[src/hdl/flight_mode_arming_controller_macros.svh]
// ----------------------------------------------------------------------------
// Flight mode arming controller assertion macros
// Concurrent assertion wrappers used by the controller RTL.
// ----------------------------------------------------------------------------
`ifndef FLIGHT_MODE_ARMING_CONTROLLER_MACROS_SVH
`define FLIGHT_MODE_ARMING_CONTROLLER_MACROS_SVH

`ifndef SYNTHESIS
`define FMAC_ASSERT(label, prop, msg) \
   label: assert property (@(posedge clock) disable iff (reset) prop) else $error(msg);
`define FMAC_ASSERT_ALWAYS(label, prop, msg) \
   label: assert property (@(posedge clock) prop) else $error(msg);
`else
`define FMAC_ASSERT(label, prop, msg)
`define FMAC_ASSERT_ALWAYS(label, prop, msg)
`endif

`endif

[src/hdl/fmac_pkg.sv]
// ----------------------------------------------------------------------------
// Flight mode arming controller package
// Codes, register indexes, reset values and shared types.
// ----------------------------------------------------------------------------
package fmac_pkg;

   localparam logic [1:0] MODE_IDLE   = 2'd0;
   localparam logic [1:0] MODE_NORMAL = 2'd1;
   localparam logic [1:0] MODE_HOLD   = 2'd2;
   localparam logic [1:0] MODE_FAIL   = 2'd3;

   localparam logic [2:0] PH_FREE   = 3'd0;
   localparam logic [2:0] PH_MAX    = 3'd1;
   localparam logic [2:0] PH_LEFT   = 3'd2;
   localparam logic [2:0] PH_MIN    = 3'd3;
   localparam logic [2:0] PH_UNLOCK = 3'd4;

   localparam logic [1:0] REG_MISS_LIMIT     = 2'd0;
   localparam logic [1:0] REG_HIGH_THRESHOLD = 2'd1;
   localparam logic [1:0] REG_LOW_THRESHOLD  = 2'd2;
   localparam logic [1:0] REG_HOLD_MS        = 2'd3;

   localparam int CSR_INDEX_WIDTH = 2;
   localparam int CSR_DATA_WIDTH  = 16;

   localparam logic [7:0]  MISS_LIMIT_RESET     = 8'd10;
   localparam logic [9:0]  HIGH_THRESHOLD_RESET = 10'd900;
   localparam logic [9:0]  LOW_THRESHOLD_RESET  = 10'd100;
   localparam logic [15:0] HOLD_MS_RESET        = 16'd1000;

   localparam logic [9:0] THROTTLE_MAX = 10'd1000;

   typedef struct packed {
      logic [7:0]  miss_limit;
      logic [9:0]  high_threshold;
      logic [9:0]  low_threshold;
      logic [15:0] hold_ms;
   } cfg_type;

   typedef struct packed {
      logic        rx_ok;
      logic [9:0]  throttle;
      logic        height_toggle;
      logic [31:0] now_ms;
      logic [15:0] distance_mm;
      logic        motors_stopped;
   } item_type;

   typedef struct packed {
      logic [1:0]  mode;
      logic [2:0]  phase;
      logic        link;
      logic [7:0]  miss_count;
      logic [31:0] max_entry_time;
      logic [31:0] min_entry_time;
      logic [9:0]  last_throttle;
      logic        pending_toggle;
      logic [15:0] height;
   } state_type;

   localparam state_type STATE_RESET = '{
      mode: MODE_IDLE, phase: PH_FREE, link: 1'b0, miss_count: 8'd0,
      max_entry_time: 32'd0, min_entry_time: 32'd0, last_throttle: 10'd0,
      pending_toggle: 1'b0, height: 16'd0
   };

endpackage

[src/hdl/fmac_channels.sv]
// ----------------------------------------------------------------------------
// Flight mode arming controller channels
// Valid/ready interfaces for the control period items and the results.
// ----------------------------------------------------------------------------
interface fmac_req_if;
   logic        valid;
   logic        ready;
   logic        rx_ok;
   logic [9:0]  throttle;
   logic        height_toggle;
   logic [31:0] now_ms;
   logic [15:0] distance_mm;
   logic        motors_stopped;

   modport source (
      output valid, rx_ok, throttle, height_toggle, now_ms, distance_mm, motors_stopped,
      input  ready
   );
   modport sink (
      input  valid, rx_ok, throttle, height_toggle, now_ms, distance_mm, motors_stopped,
      output ready
   );
endinterface

interface fmac_rsp_if;
   logic        valid;
   logic        ready;
   logic [1:0]  flight_mode;
   logic [2:0]  arm_phase;
   logic        link_up;
   logic [15:0] held_height;

   modport source (
      output valid, flight_mode, arm_phase, link_up, held_height,
      input  ready
   );
   modport sink (
      input  valid, flight_mode, arm_phase, link_up, held_height,
      output ready
   );
endinterface

[src/hdl/fmac_step.sv]
// ----------------------------------------------------------------------------
// Flight mode arming controller update logic
// Link supervision, arming sequence and flight mode transition for one period.
// ----------------------------------------------------------------------------
module fmac_step (
   input  fmac_pkg::cfg_type   cfg,
   input  fmac_pkg::item_type  item,
   input  fmac_pkg::state_type state,
   output fmac_pkg::state_type state_next
);
   import fmac_pkg::*;

   state_type   link_st;
   logic [7:0]  miss_inc;
   logic [31:0] max_elapsed;
   logic [31:0] min_elapsed;
   logic [31:0] hold_wide;
   logic [2:0]  phase_adv;
   logic [31:0] max_time_adv;
   logic [31:0] min_time_adv;

   assign hold_wide   = {16'd0, cfg.hold_ms};
   assign miss_inc    = state.miss_count + 8'd1;
   assign max_elapsed = item.now_ms - state.max_entry_time;
   assign min_elapsed = item.now_ms - state.min_entry_time;

   always_comb begin
      link_st = state;
      if (item.rx_ok) begin
         link_st.link           = 1'b1;
         link_st.miss_count     = 8'd0;
         link_st.last_throttle  = (item.throttle > THROTTLE_MAX) ? THROTTLE_MAX
                                                                 : item.throttle;
         link_st.pending_toggle = item.height_toggle;
      end else if (miss_inc >= cfg.miss_limit) begin
         link_st.link       = 1'b0;
         link_st.miss_count = 8'd0;
      end else begin
         link_st.miss_count = miss_inc;
      end
   end

   always_comb begin
      phase_adv    = state.phase;
      max_time_adv = state.max_entry_time;
      min_time_adv = state.min_entry_time;
      unique case (state.phase)
         PH_FREE: begin
            if (link_st.last_throttle >= cfg.high_threshold) begin
               phase_adv    = PH_MAX;
               max_time_adv = item.now_ms;
            end
         end
         PH_MAX: begin
            if (link_st.last_throttle < cfg.high_threshold) begin
               phase_adv = (max_elapsed >= hold_wide) ? PH_LEFT : PH_FREE;
            end
         end
         PH_LEFT: begin
            if (link_st.last_throttle <= cfg.low_threshold) begin
               phase_adv    = PH_MIN;
               min_time_adv = item.now_ms;
            end
         end
         PH_MIN: begin
            if (min_elapsed > hold_wide) begin
               phase_adv = PH_UNLOCK;
            end else if (link_st.last_throttle > cfg.low_threshold) begin
               phase_adv = PH_FREE;
            end
         end
         default: begin
            phase_adv = state.phase;
         end
      endcase
   end

   always_comb begin
      state_next = link_st;
      unique case (state.mode)
         MODE_IDLE: begin
            state_next.max_entry_time = max_time_adv;
            state_next.min_entry_time = min_time_adv;
            if (phase_adv == PH_UNLOCK) begin
               state_next.mode  = MODE_NORMAL;
               state_next.phase = PH_FREE;
            end else begin
               state_next.phase = phase_adv;
            end
         end
         MODE_NORMAL: begin
            if (link_st.pending_toggle) begin
               state_next.mode           = MODE_HOLD;
               state_next.pending_toggle = 1'b0;
               state_next.height         = item.distance_mm;
            end
            if (!link_st.link) begin
               state_next.mode = MODE_FAIL;
            end
         end
         MODE_HOLD: begin
            if (link_st.pending_toggle) begin
               state_next.mode           = MODE_NORMAL;
               state_next.pending_toggle = 1'b0;
            end
            if (!link_st.link) begin
               state_next.mode = MODE_FAIL;
            end
         end
         default: begin
            if (item.motors_stopped) begin
               state_next.mode = MODE_IDLE;
            end
         end
      endcase
   end

endmodule

[src/hdl/flight_mode_arming_controller.sv]
// ----------------------------------------------------------------------------
// Flight mode arming controller
// Link supervision, stick arming sequence and flight mode state machine.
// ----------------------------------------------------------------------------
// One control period item is accepted every clock cycle unless the result stalls.
// The item is captured in an input register, the link, arming and mode update is
// evaluated in a single pass against the held state, and the result is offered from
// an output register. A stalled result holds the output register while the input
// register keeps one more item, so throughput stays at one item per cycle whenever
// the result side takes a transfer every cycle.
module flight_mode_arming_controller (
   input  logic                                  clock,
   input  logic                                  reset,
   input  logic                                  csr_we,
   input  logic [fmac_pkg::CSR_INDEX_WIDTH-1:0]  csr_index,
   input  logic [fmac_pkg::CSR_DATA_WIDTH-1:0]   csr_wdata,
   fmac_req_if.sink                              req,
   fmac_rsp_if.source                            rsp
);
   import fmac_pkg::*;

   `include "flight_mode_arming_controller_macros.svh"

   cfg_type   cfg_ff;
   cfg_type   cfg_in;
   state_type state_ff;
   state_type state_in;
   item_type  item_ff;
   item_type  item_in;
   logic      item_valid_ff;
   logic      item_valid_in;
   logic      out_valid_ff;
   logic      out_valid_in;
   logic [1:0]  mode_out_ff;
   logic [1:0]  mode_out_in;
   logic [2:0]  phase_out_ff;
   logic [2:0]  phase_out_in;
   logic        link_out_ff;
   logic        link_out_in;
   logic [15:0] height_out_ff;
   logic [15:0] height_out_in;
   state_type state_next;
   logic      advance;
   logic      req_transfer;

   fmac_step u_step (
      .cfg        (cfg_ff),
      .item       (item_ff),
      .state      (state_ff),
      .state_next (state_next)
   );

   assign advance      = item_valid_ff && (!out_valid_ff || rsp.ready);
   assign req.ready    = !item_valid_ff || advance;
   assign req_transfer = req.valid && req.ready;

   always_comb begin
      cfg_in = cfg_ff;
      if (csr_we) begin
         unique case (csr_index)
            REG_MISS_LIMIT:     cfg_in.miss_limit     = csr_wdata[7:0];
            REG_HIGH_THRESHOLD: cfg_in.high_threshold = csr_wdata[9:0];
            REG_LOW_THRESHOLD:  cfg_in.low_threshold  = csr_wdata[9:0];
            REG_HOLD_MS:        cfg_in.hold_ms        = csr_wdata[15:0];
            default:            cfg_in                = cfg_ff;
         endcase
      end
   end

   always_comb begin
      item_in       = item_ff;
      item_valid_in = item_valid_ff && !advance;
      if (req_transfer) begin
         item_valid_in        = 1'b1;
         item_in.rx_ok          = req.rx_ok;
         item_in.throttle       = req.throttle;
         item_in.height_toggle  = req.height_toggle;
         item_in.now_ms         = req.now_ms;
         item_in.distance_mm    = req.distance_mm;
         item_in.motors_stopped = req.motors_stopped;
      end
   end

   always_comb begin
      state_in      = advance ? state_next : state_ff;
      out_valid_in  = advance || (out_valid_ff && !rsp.ready);
      mode_out_in   = advance ? state_next.mode   : mode_out_ff;
      phase_out_in  = advance ? state_next.phase  : phase_out_ff;
      link_out_in   = advance ? state_next.link   : link_out_ff;
      height_out_in = advance ? state_next.height : height_out_ff;
   end

   always_ff @(posedge clock) begin
      if (reset) begin
         cfg_ff        <= '{miss_limit: MISS_LIMIT_RESET,
                            high_threshold: HIGH_THRESHOLD_RESET,
                            low_threshold: LOW_THRESHOLD_RESET,
                            hold_ms: HOLD_MS_RESET};
         state_ff      <= STATE_RESET;
         item_valid_ff <= 1'b0;
         out_valid_ff  <= 1'b0;
      end else begin
         cfg_ff        <= cfg_in;
         state_ff      <= state_in;
         item_valid_ff <= item_valid_in;
         out_valid_ff  <= out_valid_in;
      end
   end

   always_ff @(posedge clock) begin
      item_ff       <= item_in;
      mode_out_ff   <= mode_out_in;
      phase_out_ff  <= phase_out_in;
      link_out_ff   <= link_out_in;
      height_out_ff <= height_out_in;
   end

   assign rsp.valid       = out_valid_ff;
   assign rsp.flight_mode = mode_out_ff;
   assign rsp.arm_phase   = phase_out_ff;
   assign rsp.link_up     = link_out_ff;
   assign rsp.held_height = height_out_ff;

   `FMAC_ASSERT_ALWAYS(a_reset_empties, reset |=> !item_valid_ff && !out_valid_ff, "not empty")
   `FMAC_ASSERT(a_no_stored_unlock, state_ff.phase != PH_UNLOCK, "unlock phase held in state")
   `FMAC_ASSERT(a_phase_free_armed, state_ff.mode != MODE_IDLE |-> state_ff.phase == PH_FREE, "phase")
   `FMAC_ASSERT(a_ready_when_drained, !out_valid_ff |-> req.ready, "input stalled with empty output")

endmodule
[src/flat_wrapper.sv]
// flat-port wrapper written by rule: the top's interface ports become plain ports
module flight_mode_arming_controller_flat import fmac_pkg::*;
  (clock, reset, csr_we, csr_index, csr_wdata, req_valid, req_rx_ok, req_throttle, req_height_toggle, req_now_ms, req_distance_mm, req_motors_stopped, req_ready, rsp_valid, rsp_flight_mode, rsp_arm_phase, rsp_link_up, rsp_held_height, rsp_ready);
  fmac_req_if req_i ();
  fmac_rsp_if rsp_i ();
  input  logic clock;
  input  logic reset;
  input  logic csr_we;
  input  logic [fmac_pkg::CSR_INDEX_WIDTH-1:0] csr_index;
  input  logic [fmac_pkg::CSR_DATA_WIDTH-1:0] csr_wdata;
  input wire logic [$bits(req_i.valid)-1:0] req_valid;
  input wire logic [$bits(req_i.rx_ok)-1:0] req_rx_ok;
  input wire logic [$bits(req_i.throttle)-1:0] req_throttle;
  input wire logic [$bits(req_i.height_toggle)-1:0] req_height_toggle;
  input wire logic [$bits(req_i.now_ms)-1:0] req_now_ms;
  input wire logic [$bits(req_i.distance_mm)-1:0] req_distance_mm;
  input wire logic [$bits(req_i.motors_stopped)-1:0] req_motors_stopped;
  output wire logic [$bits(req_i.ready)-1:0] req_ready;
  output wire logic [$bits(rsp_i.valid)-1:0] rsp_valid;
  output wire logic [$bits(rsp_i.flight_mode)-1:0] rsp_flight_mode;
  output wire logic [$bits(rsp_i.arm_phase)-1:0] rsp_arm_phase;
  output wire logic [$bits(rsp_i.link_up)-1:0] rsp_link_up;
  output wire logic [$bits(rsp_i.held_height)-1:0] rsp_held_height;
  input wire logic [$bits(rsp_i.ready)-1:0] rsp_ready;
  assign req_i.valid = req_valid;
  assign req_i.rx_ok = req_rx_ok;
  assign req_i.throttle = req_throttle;
  assign req_i.height_toggle = req_height_toggle;
  assign req_i.now_ms = req_now_ms;
  assign req_i.distance_mm = req_distance_mm;
  assign req_i.motors_stopped = req_motors_stopped;
  assign req_ready = req_i.ready;
  assign rsp_valid = rsp_i.valid;
  assign rsp_flight_mode = rsp_i.flight_mode;
  assign rsp_arm_phase = rsp_i.arm_phase;
  assign rsp_link_up = rsp_i.link_up;
  assign rsp_held_height = rsp_i.held_height;
  assign rsp_i.ready = rsp_ready;
  flight_mode_arming_controller u_core (.clock(clock), .reset(reset), .csr_we(csr_we), .csr_index(csr_index), .csr_wdata(csr_wdata), .req(req_i), .rsp(rsp_i));
endmodule
[config.mk]
export PLATFORM = sky130hd
export DESIGN_NAME = flight_mode_arming_controller_flat
export DESIGN_NICKNAME = d
export VERILOG_FILES = /design/src/hdl/fmac_pkg.sv /design/src/hdl/fmac_channels.sv /design/src/hdl/fmac_step.sv /design/src/hdl/flight_mode_arming_controller.sv /design/src/flat_wrapper.sv
export VERILOG_INCLUDE_DIRS = /design/src /design/src/hdl
export SDC_FILE = /design/constraint.sdc
export NUM_CORES = 1
export LEC_CHECK = 0
export BUFFER_PORTS_ARGS = -buffer_cell sky130_fd_sc_hd__buf_4
export CORE_UTILIZATION = 50
export CTS_BUF_LIST = sky130_fd_sc_hd__clkbuf_2 sky130_fd_sc_hd__clkbuf_4 sky130_fd_sc_hd__clkbuf_8
export DETAILED_ROUTE_END_ITERATION = 6
export GPL_TIMING_DRIVEN = 0
export PLACE_DENSITY = 0.68
export SYNTH_ARGS = -nofsm -noshare
export SYNTH_HDL_FRONTEND = slang
export SYNTH_SLANG_ARGS = --single-unit
[constraint.sdc]
create_clock -name clock -period 11.05 [get_ports clock]
set_input_delay 1.105 -clock clock [delete_from_list [all_inputs] [get_ports clock]]
set_output_delay 1.105 -clock clock [all_outputs]
set_load 0.005 [all_outputs]
== After elaboration in Yosys (flattened, before gate mapping) ==
Cells that the tools add are included.

* Register bits after elaboration: 234
* Input bits: 84

* $add $sub $neg: 3
* Order comparisons: 8
* Equality and inequality tests: 9
* Mux-type cells: 25
* Reduce and logical (&&, ||, !) cells: 20

{| class="wikitable"
|+ Operators with widths
! cell !! number
|-
| 32-bit subtractor || 2
|-
| 32-bit by 16-bit >= comparator with 1-bit output || 1
|-
| 32-bit by 16-bit greater-than comparator with 1-bit output || 1
|-
| 16-bit two-way mux || 2
|-
| 3-bit two-way mux || 7
|-
| 2-bit two-way mux || 7
|-
| 3-bit one-hot mux with 4 select lines || 1
|-
| 11-bit two-way mux || 1
|-
| 10-bit >= comparator || 1
|-
| 10-bit greater-than comparator || 1
|-
| 10-bit greater-than comparator, second input constant || 1
|-
| 10-bit less-or-equal comparator || 1
|-
| 10-bit less-than comparator || 1
|-
| 10-bit two-way mux || 1
|-
| 9-bit two-way mux || 1
|-
| 8-bit by 1-bit adder with 8-bit output, second input constant || 1
|-
| 8-bit >= comparator || 1
|-
| 8-bit two-way mux || 1
|-
| 2-bit AND reduction || 4
|-
| 4-bit AND reduction || 2
|-
| 2-bit == test, second input constant || 3
|-
| 3-bit by 2-bit == test with 1-bit output, second input constant || 2
|-
| 2-bit one-hot mux with 3 select lines || 1
|-
| 2-bit by 1-bit == test with 1-bit output, second input constant || 2
|-
| 9 further kinds || 19
|}

== Depth between registers and ports, before layout ==
Gate-level depths: netlist of run 1.

* Depth in word-level cells: 10
* Gate-level depth with buffers: 23

== Hierarchy ==
Synthesis of run 1 repeated with hierarchy kept, for this count alone.

* Cell total of the unflattened synthesis: 1757
* Area, all modules: 15909.0 um2

{| class="wikitable"
|+ By module, submodules not included
! module !! times used !! cells each !! area each (um2)
|-
| flight_mode_arming_controller || 1 || 730 || 8803.4
|-
| fmac_step || 1 || 1027 || 7105.6
|}

== Least setup slack after synthesis of run 1 ==
No wires, ideal clock.

* Kind: reg-to-reg
* From: reg u_core.item_ff[21] in the netlist's numbering
* To: reg u_core.phase_out_ff[2] (netlist: u_core.rsp.arm_phase[2]), data pin
* Setup time: 273 ps
* Arrival: 4431 ps
* Required time: 10777 ps
* Slack: 6347 ps
* Stages on the path, launching flop included: 23
* Buffers on the path: 0
* Clock period less this slack: 4703 ps
* Cells stage by stage: edfxtp_1 -> ha_1 -> a21oi_1 -> nand2_1 -> or2_2 -> and2_1 -> o21ai_0 -> nand2b_1 -> a21o_1 -> a21oi_1 -> xnor2_1 -> ha_1 -> nand4_1 -> nor2_1 -> a221o_1 -> o31a_1 -> a2111oi_0 -> nand4_1 -> nor4_4 -> nand2b_1 -> o211a_1 -> a21oi_1 -> a31oi_1

{| class="wikitable"
|+ RTL lines
! item !! RTL line !! RTL
|-
| from (decl) || flight_mode_arming_controller.sv:28 || <nowiki>item_type item_ff;</nowiki>
|-
| from (signal assigned) || flight_mode_arming_controller.sv:111 || <nowiki>item_ff <= item_in;</nowiki>
|-
| to (signal assigned) || flight_mode_arming_controller.sv:113 || <nowiki>phase_out_ff <= phase_out_in;</nowiki>
|-
| to (decl) || flight_mode_arming_controller.sv:36 || <nowiki>logic [2:0] phase_out_ff;</nowiki>
|}

==> qor.txt, run 1 <==
Post-route clock skew -> 0.0388 ns
Synthesized instance count -> 1,650
Final wirelength -> 37,600 um
# DRC -> 2
Clk_lat worst skew -> 0.58 ns
Crit-path slowest cell -> a2111oi_0
TritonCTS clock tree -> yes
Die W -> 171 um
RSZ-0062 raised after global routing -> no
Worst setup EP type -> register
CTS root buffer -> clkbuf_8
WS Path Type -> reg -> reg
Maximum clock rate -> 172 MHz
Pleak -> 6.75 nW
Chip Height -> 171 um
# diodes -> 0
CTS buffer count -> 42
Initial antenna violation count -> 0
WP data required -> 11.35 ns
Max-Slew Margin vs Limit -> 0.402
Worst path max stage delay -> 0.53 ns
PostCTS Resize Cnt -> 0
Via count -> 12.4k
FILL cells -> 2,537
Final instance area -> 0.0165 mm^2
Row cnt -> 61
Post-synth top flop -> dfxtp_1
Count leader, synth -> nor2_1
Pin count of the biggest net entering global routing -> 62
Critical Path AT -> 6.13 ns
Hold Path Class -> reg -> reg
Worst-Margin Slew -> 0.898 ns
Synthesized Nets -> 1,863
Number of global-route vias before repair -> 11.9k
FFs w/ async S/R, synth -> 0
Final setup TNS -> 0 ns
Post-CTS Hold Fix Bufs -> 0
IO Pins -> 108
Die area -> 0.0294 mm^2
Fin. Hold Viols -> 0
Violated checks -> DRC
Dpl cell area -> 0.0156 mm^2
Clock buffer depth -> 3
Maxcap violations -> 0
Endpoints failing setup -> 0
Clk pin slew, worst setup/hold paths -> 0.06 ns
Clock net sink count -> 234
First-pass GRT wire length -> 59,900 um
Routed len/inst -> 17.0 um
CP bufs+invs -> 0
Yosys cell types -> 77
Average size of a mapped cell -> 8.69 um^2
Nets -> 2,012
Tot GR Track Use -> 0.260
Status -> finished, violations left
Starting Density -> 0.512
H-tree depth -> 2
Drt initial violations -> 742
Synth cell count leaders -> nor2_1, nand2_1, dfxtp_1
Synthesized cell area -> 0.0143 mm^2
Seq cells post-synth -> 234
Antenna viol nets, final -> 0
Dominant cells by area after synthesis -> dfxtp_1, edfxtp_1, ha_1, mux2i_1, nor2_1
Final Cycle Share -> 0.527
Sequential-to-total area share from yosys stat -> 0.385
# Post-CTS Setup Buffers -> 0
Drt pass-1 iters -> 7
Vias per std cell -> 5.62
Delay-heaviest family, CP -> compound AO/OA/AOI/OAI gates
Syn-to-layout area delta -> 15.1%
EDFF count, synth -> 83
DP Wirelength -> 28,800 um
Area share of the largest cell type after synthesis -> 0.211
Port bufs -> 104
Synth Warn # -> 0
Placer Congestion -> 0.903
Top cell by count, worst path -> a21oi_1
Grt total ovfl -> 0
Slew Limit Fails -> 0
CP max FO -> 5
Area leader, netlist -> dfxtp_1
Pwr Density -> 132 mW/mm^2
Core area -> 0.0280 mm^2
CP Launch Type -> register
Period minus WS final -> 5.83 ns
Peak supply drop -> 95.3 uV
Layout cell share with drive strength beyond 1 -> 0.126
Critical path, cell by cell -> ha_1 > a21oi_1 > nand2_1 > or2_2 > and2_1 > o21ai_0 > nand2b_1 > a21o_1 > a21oi_1 > xnor2_1 > ha_1 > nand4_1 > nor2_1 > a221o_1 > o31a_1 > a2111oi_0 > nand4_1 > nor4_4 > nand2b_1 > o211a_1 > a21oi_1 > a31oi_1
==> cell type report <==
class / count / area (um^2) / area share
multi-input combinational: 1211 / 8060 / 0.489
clock inverter: 12 / 121 / 0.00736
buffer: 71 / 273 / 0.0165
inverter: 134 / 503 / 0.0305
clock buffer: 65 / 763 / 0.0463
timing repair buffer: 105 / 788 / 0.0478
tap: 378 / 473 / 0.0287
sequential: 234 / 5520 / 0.334
==> metal layers <==
metal  GRT usage  vias up  part of all wire
met3      0.0513       88             0.060
met1       0.330     5805              0.45
met2       0.436      350              0.46
met4      0.0970        0             0.033
li1            -     6184                 -
met5           0        -                 0
==> cell families (layout without fill, tap and decap cells) <==
logic type                 Yosys count  after routing  synth area share
AOI/OAI and AO/OA                  385            385             0.173
xor gates and xnor gates            39             39            0.0238
adders and majority gates          129            129             0.114
buffers and inverters              205            387            0.0540
DFF                                234            234             0.385
muxes                               99             99            0.0712
and+or+nand+nor                    559            559             0.179
==> path summary, 6_finish.rpt <==
path	from	to	depth (start not counted)	slack, ns
worst min register to register	u_core.cfg_ff[23]	u_core.cfg_ff[23]	2	0.46
worst min-delay path	u_core.cfg_ff[23]	u_core.cfg_ff[23]	2	0.46
worst max register to register	u_core.item_ff[21]	u_core.rsp.arm_phase[2]	22	5.22
worst max-delay path	u_core.item_ff[21]	u_core.rsp.arm_phase[2]	22	5.22
==> report_power, final <==
group / internal, mW / total, mW / leakage (nW) / switching (mW)
Clock: 0.490 / 0.865 / 0.474 / 0.375
Combinational: 0.148 / 0.369 / 4.24 / 0.222
Sequential: 0.930 / 0.951 / 2.03 / 0.0210
Total: 1.57 / 2.19 / 6.75 / 0.618
==> cell usage in the layout, fill, tap and decap left out, types with 8 or more instances in the layout <==
cell | netlist | layout
dfxtp_1 | 151 | 151
a21oi_1 | 143 | 143
a211oi_1 | 16 | 16
nand3_1 | 23 | 23
clkbuf_1 | 63 | 62
or2_2 | 8 | 8
clkbuf_8 | 0 | 44
nor2_1 | 197 | 197
ha_1 | 127 | 127
xnor2_1 | 26 | 26
a22oi_1 | 10 | 10
clkbuf_4 | 0 | 21
and3_1 | 13 | 13
nor4_1 | 12 | 10
a21o_1 | 27 | 27
a211o_1 | 13 | 13
o211ai_1 | 13 | 13
buf_4 | 0 | 105
mux2_2 | 24 | 24
nand4_1 | 30 | 30
xor2_1 | 13 | 13
nor2b_1 | 12 | 12
mux2i_1 | 75 | 75
o21ai_0 | 55 | 55
and4_1 | 8 | 8
nor3_1 | 39 | 39
inv_1 | 134 | 134
nand2_1 | 171 | 171
edfxtp_1 | 83 | 83
nand2b_1 | 13 | 13
o21a_1 | 28 | 28
a31oi_1 | 8 | 8
==> tightest hold or removal path: cells and delay by family (launching register included) <==
family / cells / cell delay, ns
DFF: 1 / 0.31
AOI/OAI and AO/OA: 1 / 0.05
and+or+nand+nor: 1 / 0.05
==> metrics by stage <==
stage                      util  hold WS, ns  power, mW  setup WS (ns)  cells
after detailed placement  0.557        0.448       1.33           5.28   2133
after CTS                 0.589        0.458       2.20           5.24   2210
after global routing      0.589        0.478       2.29           4.80   2210
after global placement    0.557        0.440       1.33           5.30   2132
after floorplan               -        0.432       1.21           6.35   1650
final                     0.589        0.456       2.19           5.22   2210
==> registers in the layout, indices dropped and copies added, names as in the netlist, 2 cells and up <==
| name | count |
|---|---|
| u_core.rsp.arm_phase | 3 |
| u_core.cfg_ff | 44 |
| u_core.rsp.held_height | 16 |
| u_core.item_ff | 61 |
| u_core.rsp.flight_mode | 2 |
| u_core.state_ff | 105 |
Power figures use the tool's default switching activity.
==> run 2: changes to the inputs <==
--- a/config.mk
+++ b/config.mk
@@ -6,6 +6,7 @@
 export SDC_FILE = /design/constraint.sdc
 export NUM_CORES = 1
 export LEC_CHECK = 0
+export ABC_AREA = 1
 export BUFFER_PORTS_ARGS = -buffer_cell sky130_fd_sc_hd__buf_4
 export CORE_UTILIZATION = 50
 export CTS_BUF_LIST = sky130_fd_sc_hd__clkbuf_2 sky130_fd_sc_hd__clkbuf_4 sky130_fd_sc_hd__clkbuf_8
==> constraint.sdc (replaced) <==
create_clock -name clock -period 6 [get_ports clock]
set_input_delay 0.6 -clock clock [delete_from_list [all_inputs] [get_ports clock]]
set_output_delay 0.6 -clock clock [all_outputs]
set_load 0.005 [all_outputs]
==> run 2 against run 1 <==
  * The run now ends clean
  * Power up 97%
  * Largest power group unchanged
  * Largest cell class unchanged
  * Synthesized cell count increased by 30%
  * Worst setup slack worse by 3.5 ns
  * Core utilization is 0.31 points lower
  * Sequential cell count unchanged
  * Routed wire length is 9.8% higher
  * Global-route usage increased by 0.89 points
  * Die area rose by 5.2%
  * Area after synthesis rose by 5.3%
  * Critical path depth is 5 higher
==> qor.txt, run 2 <==
PostCTS Resize Cnt -> 0 (unchanged)
Sequential-to-total area share from yosys stat -> 0.365 (-0.0194)
Fin. Hold Viols -> 0 (unchanged)
EDFF count, synth -> 83 (unchanged)
Layer carrying the most global-route usage -> met2
TritonCTS clock tree -> yes
Hold Path Class -> in -> reg
FILL cells -> 2,841 (+12%)
Post-route clock skew -> 0.0159 ns (-0.0229 ns)
Yosys cell types -> 43 (-44%)
# Post-CTS Setup Buffers -> 0 (unchanged)
R2R depth -> 27 (+23%)
Synth Warn # -> 0 (unchanged)
Slew Limit Fails -> 0 (unchanged)
Crit-path slowest cell -> edfxtp_1
FFs w/ async S/R, synth -> 0 (unchanged)
Clock buffer depth -> 3 (unchanged)
Die area -> 0.0309 mm^2 (+5.2%)
Worst Hold Depth -> 1 (-1)
WP data required -> 6.33 ns (-5.02 ns)
Clk_lat worst skew -> 0.57 ns (about the same)
Pleak -> 8.48 nW (+26%)
CP max FO -> 4 (-1)
Worst reg2reg startpoint -> u_core.item_ff[24]
Area share of the largest cell type after synthesis -> 0.200 (-0.0106)
Area leader, netlist -> dfxtp_1
Chip Height -> 176 um (+2.6%)
Drt pass-1 iters -> 5 (-2)
Critical Path AT -> 4.58 ns (-1.55 ns)
Drt initial violations -> 942 (+27%)
Top cell by count, worst path -> nand2_1
Reg-to-reg endpoint -> u_core.rsp.flight_mode[0]
Layout cell share with drive strength beyond 1 -> 0.114 (-0.0115)
Seq cells post-synth -> 234 (unchanged)
Met3 global-route usage -> 0.0403 (-0.0111)
Vias per std cell -> 5.12 (-8.9%)
CTS root buffer -> clkbuf_8
Status -> finished clean
Biggest regs -> u_core.state_ff x105, u_core.item_ff x61, u_core.cfg_ff x44
# DRC -> 0 (-2)
DP Wirelength -> 32,800 um (+14%)
Initial antenna violation count -> 0 (unchanged)
Final instance area -> 0.0174 mm^2 (+5.3%)
Core area -> 0.0296 mm^2 (+5.8%)
Pwr Total -> 4.31 mW (+97%)
Largest register FFs -> 105 (unchanged)
Hold path endpoint -> u_core.item_ff[8]
Final wirelength -> 41,300 um (+9.8%)
Die W -> 176 um (+2.6%)
Period minus WS final -> 4.25 ns (-1.58 ns)
Placer Congestion -> 0.969 (+7.3%)
Synth cell count leaders -> nand2_1, inv_1, a21oi_1
Row cnt -> 63 (+3.3%)
Syn-to-layout area delta -> 15.0% (about the same)
Post-synth top flop -> dfxtp_1
CP Launch Type -> register
CTS buffer count -> 42 (unchanged)
Worst min-delay path startpoint -> req_distance_mm[7]
Met2 Track Usage GR -> 0.424 (-0.0118)
RSZ-0062 raised after global routing -> no
Maxcap violations -> 0 (unchanged)
Pin count of the biggest net entering global routing -> 33 (-47%)
Number of global-route vias before repair -> 13.1k (+9.5%)
First-pass GRT wire length -> 65,400 um (+9.2%)
Tot GR Track Use -> 0.269 (+0.00892)
Clk pin slew, worst setup/hold paths -> 0.06 ns (about the same)
WS Path Type -> reg -> reg
Synthesized cell area -> 0.0151 mm^2 (+5.3%)
GRT met1 Usage -> 0.374 (+0.0440)
Port bufs -> 106 (+1.9%)
Dpl cell area -> 0.0164 mm^2 (+5.1%)
Worst setup EP type -> register
CP bufs+invs -> 1 (+1)
Synthesized instance count -> 2,148 (+30%)
Delay-heaviest family, CP -> simple AND/OR/NAND/NOR gates
Clock net sink count -> 234 (unchanged)
Most flops, register -> u_core.state_ff
Dominant cells by area after synthesis -> dfxtp_1, edfxtp_1, nand2_1, ha_1, inv_1
Via count -> 13.9k (+12%)
Average size of a mapped cell -> 7.03 um^2 (-19%)
Commonest non-fill, non-tap cell in the layout -> nand2_1
Final Cycle Share -> 0.708 (+0.180)
Most frequent cells in the layout -> nand2_1, inv_1, a21oi_1
IO Pins -> 108 (unchanged)
# diodes -> 0 (unchanged)
Pwr Density -> 248 mW/mm^2 (+87%)
Grt total ovfl -> 0 (unchanged)
Post-CTS Hold Fix Bufs -> 0 (unchanged)
Maximum clock rate -> 235 MHz (+37%)
Starting Density -> 0.509 (-0.00248)
Peak supply drop -> 171 uV (+80%)
Endpoints failing setup -> 0 (unchanged)
Final setup TNS -> 0 ns (unchanged)
Nets -> 2,512 (+25%)
Antenna viol nets, final -> 0 (unchanged)
R2R Setup Slk -> 1.75 ns (-3.47 ns)
Synthesized Nets -> 2,361 (+27%)
Max-Slew Margin vs Limit -> 0.233 (-0.169)
Hold slack -> 0.198 ns (-0.258 ns)
Worst path max stage delay -> 0.52 ns (about the same)
Worst-Margin Slew -> 1.14 ns (+0.246 ns)
Count leader, synth -> nand2_1
H-tree depth -> 2 (unchanged)
Routed len/inst -> 15.2 um (-11%)
[run 2: cell types whose count changed after synthesis, moves of 26 or more]
cell	previous run	this run
nand2_1	171	536
a21oi_1	143	209
nand3_1	23	76
o21a_1	28	1
a21o_1	27	1
clkbuf_1	63	37
o21ai_0	55	141
inv_1	134	411
nand2_2	0	33
mux2i_1	75	0
nor2_1	197	154
[run 2: how the worst max path moves through the flow]
| stage | to | from | slack (ns) | depth (start not counted) |
|---|---|---|---|---|
| 2_1_floorplan | u_core.rsp.flight_mode[0] | u_core.item_ff[17] | 2.73 | 32 |
| 3_3_place_gp | u_core.rsp.flight_mode[0] | u_core.item_ff[18] | 1.88 | 29 |
| 3_5_place_dp | u_core.rsp.flight_mode[0] | u_core.item_ff[19] | 1.86 | 31 |
| 4_1_cts | u_core.rsp.flight_mode[0] | u_core.item_ff[24] | 1.84 | 27 |
| 5_1_grt | u_core.state_ff[103] | u_core.item_ff[19] | 1.43 | 33 |
| 6_report | u_core.rsp.flight_mode[0] | u_core.item_ff[24] | 1.75 | 27 |
[run 2: stage by stage]
| stage | worst slack [ns] | cells | utilization |
|---|---|---|---|
| 2_1_floorplan | 2.73 | 2148 | - |
| 3_3_place_gp | 1.88 | 2644 | 0.553 |
| 3_5_place_dp | 1.86 | 2645 | 0.553 |
| 4_1_cts | 1.84 | 2722 | 0.586 |
| 5_1_grt | 1.43 | 2722 | 0.586 |
| 6_report | 1.75 | 2722 | 0.586 |
[run 2: power by group]
| group | switching, mW | total, mW | internal (mW) |
|---|---|---|---|
| Combinational | 0.537 | 0.843 | 0.306 |
| Sequential | 0.0475 | 1.77 | 1.73 |
| Clock | 0.708 | 1.69 | 0.986 |
| Total | 1.29 | 4.31 | 3.02 |
[run 2: kinds of logic after synthesis]
logic type | synth area share
simple gates | 0.246
xor+xnor | 0.0215
flops | 0.365
fa+ha+maj | 0.108
compound gates | 0.140
buf+inv | 0.119
[run 2: cell type report]
class / instances / area [um^2] / area share
inverters: 429 / 1610 / 0.0927
flip-flops and latches: 234 / 5520 / 0.318
well taps: 390 / 488 / 0.0281
plain buffers: 43 / 191 / 0.0110
clock inverters: 9 / 124 / 0.00713
clock buffers: 68 / 842 / 0.0485
multi-input cells: 1442 / 7780 / 0.448
repair buffers: 107 / 816 / 0.0470
[run 2: routing by layer]
| layer | share of wire | wire length (um) |
|---|---|---|
| met2 | 0.44 | 18100 |
| met1 | 0.47 | 19200 |
| met3 | 0.070 | 2900 |
| met4 | 0.026 | 1070 |
| met5 | 0 | 0 |
==> run 3: changes to the inputs <==
==> constraint.sdc (replaced) <==
create_clock -name clock -period 4.25 [get_ports clock]
set_input_delay 0.425 -clock clock [delete_from_list [all_inputs] [get_ports clock]]
set_output_delay 0.425 -clock clock [all_outputs]
set_load 0.005 [all_outputs]
==> run 3 against run 2 <==
  * Worst setup slack worse by 1.5 ns
  * Worst hold slack worse by 0.17 ns
  * Cell count is 1.5% higher
  * Global-route usage is 0.32 points higher
  * Sequential power is 41% higher
  * Die area stayed put
==> qor.txt, run 3 (synthesis gave the netlist of run 2 again) <==
DP Wirelength -> 32,800 um (unchanged)
CP Launch Type -> register
Tot GR Track Use -> 0.272 (+0.00320)
Endpoints failing setup -> 0 (unchanged)
Worst Hold Depth -> 1 (unchanged)
Top cell by count, worst path -> nand2_1
Most frequent cells in the layout -> nand2_1, inv_1, a21oi_1
WP data required -> 4.58 ns (-1.75 ns)
Hold Path Class -> in -> reg
# diodes -> 0 (unchanged)
Pwr Density -> 342 mW/mm^2 (+38%)
CP Launch Point -> u_core.item_ff[17]
Clock net sink count -> 234 (unchanged)
Drt pass-1 iters -> 7 (+2)
Final Cycle Share -> 0.941 (+0.233)
Clock buffer depth -> 3 (unchanged)
Inst Count DP -> 2,645 (unchanged)
Nets -> 2,554 (+1.7%)
Grt total ovfl -> 0 (unchanged)
Die W -> 176 um (unchanged)
Crit-path slowest cell -> edfxtp_1
Syn-to-layout area delta -> 19.6%
IO Pins -> 108 (unchanged)
Post-route clock skew -> 0.0189 ns (+0.00296 ns)
Worst path max stage delay -> 0.39 ns (-0.13 ns)
Maxcap violations -> 0 (unchanged)
Placer Congestion -> 0.969 (unchanged)
Antenna viol nets, final -> 0 (unchanged)
Commonest non-fill, non-tap cell in the layout -> nand2_1
Core area -> 0.0296 mm^2 (unchanged)
Biggest regs -> u_core.state_ff x105, u_core.item_ff x61, u_core.cfg_ff x44
Starting Density -> 0.509 (unchanged)
CTS buffer count -> 42 (unchanged)
Chip Height -> 176 um (unchanged)
Port bufs -> 106 (unchanged)
Seq. cell area -> 0.00552 mm^2 (unchanged)
Max-Slew Margin vs Limit -> 0.240 (+0.00772)
Pin count of the biggest net entering global routing -> 33 (unchanged)
Worst setup EP type -> register
Final core utilization -> 0.609 (+0.0233)
First-pass GRT wire length -> 66,200 um (+1.2%)
Slew Limit Fails -> 0 (unchanged)
Fin. Hold Viols -> 0 (unchanged)
CP max FO -> 4 (unchanged)
Period minus WS final -> 4.00 ns (-0.247 ns)
Status -> finished clean
Multi-input logic area -> 0.00808 mm^2 (+3.8%)
Critical Path AT -> 4.33 ns (-0.25 ns)
Worst reg2reg startpoint -> u_core.item_ff[17]
Final instance area -> 0.0181 mm^2 (+4.0%)
Final wirelength -> 42,300 um (+2.5%)
CTS root buffer -> clkbuf_8
Routed len/inst -> 15.3 um (+0.97%)
Clk pin slew, worst setup/hold paths -> 0.06 ns (about the same)
Peak supply drop -> 242 uV (+41%)
Pwr Total -> 6.17 mW (+43%)
Dpl cell area -> 0.0164 mm^2 (unchanged)
Via count -> 14.2k (+1.5%)
Number of global-route vias before repair -> 13.3k (+1.8%)
Most flops, register -> u_core.state_ff
FILL cells -> 2,753 (-3.1%)
Vias per std cell -> 5.12 (about the same)
Largest register FFs -> 105 (unchanged)
Clk_lat worst skew -> 0.58 ns (about the same)
R2R depth -> 32 (+19%)
TritonCTS clock tree -> yes
H-tree depth -> 2 (unchanged)
Row cnt -> 63 (unchanged)
Pleak -> 8.69 nW (+2.5%)
Die area -> 0.0309 mm^2 (unchanged)
Initial antenna violation count -> 0 (unchanged)
Maximum clock rate -> 250 MHz (+6.2%)
Layout cell share with drive strength beyond 1 -> 0.134 (+0.0195)
# DRC -> 0 (unchanged)
Worst min-delay path startpoint -> req_now_ms[12]
Worst-Margin Slew -> 1.13 ns (-0.0115 ns)
WS Path Type -> reg -> reg
Drt initial violations -> 1,028 (+9.1%)
Final non-filler cell total -> 2,764 (+1.5%)
==> run 3: cell count changes in the layout (fill, tap and decap cells not counted), sizes merged <==
| cell | delta |
|---|---|
| dlygate4sd3 | +30 |
| buf | +12 |
==> run 3: cell type report <==
class / count / share of cell area
well taps: 390 / 0.0270
flip-flops and latches: 234 / 0.305
clock inverters: 9 / 0.00686
repair buffers: 149 / 0.0668
clock buffers: 68 / 0.0466
inverters: 429 / 0.0892
multi-input cells: 1442 / 0.447
plain buffers: 43 / 0.0106
==> run 3: worst max-delay path: cells and delay by family, from the launching register on <==
family	cells	cell delay (ns)
buf+inv	3	0.22
xor+xnor	1	0.10
fa+ha+maj	3	0.80
simple gates	24	2.09
flops	1	0.39
compound gates	1	0.14
==> run 3: per-layer routing <==
layer | track usage | wire length [um] | share of wire | up-vias
met3 | 0.0409 | 2570 | 0.061 | 76
met1 | 0.374 | 19700 | 0.46 | 6492
met4 | 0.0964 | 1110 | 0.026 | 0
met2 | 0.433 | 19000 | 0.45 | 366
li1 | - | - | - | 7219
met5 | 0 | 0 | 0 | -
==> run 3: report_power, final <==
| part | internal [mW] | switching (mW) | leakage [nW] | total [mW] |
|---|---|---|---|---|
| logic | 0.481 | 0.788 | 6.15 | 1.27 |
| registers | 2.44 | 0.0622 | 2.04 | 2.50 |
| clock network | 1.39 | 1.01 | 0.506 | 2.40 |
==> run 3: worst paths after layout <==
check	slack, ns	to
worst max-delay path	0.25	u_core.rsp.flight_mode[0]
worst min-delay path	0.02	u_core.item_ff[29]
worst max register to register	0.25	u_core.rsp.flight_mode[0]
worst min register to register	0.45	u_core.state_ff[25]
==> run 3: what timing repair did <==
item                                    CTS  global route
resized for setup                         0            47
hold endpoints to repair                 30             0
endpoints found under the setup margin    0             6
hold buffers                             30             0
buffers inserted                          0            12
==> run 3: per-stage QoR <==
step                      hold slack [ns]  setup TNS, ns  setup WS (ns)
final                              0.0235              0          0.251
after global routing              0.00188        -0.0335        -0.0198
after CTS                       0.0000278              0         0.0862
after detailed placement            0.447              0          0.105
after global placement              0.441              0          0.127
after floorplan                     0.424              0          0.977
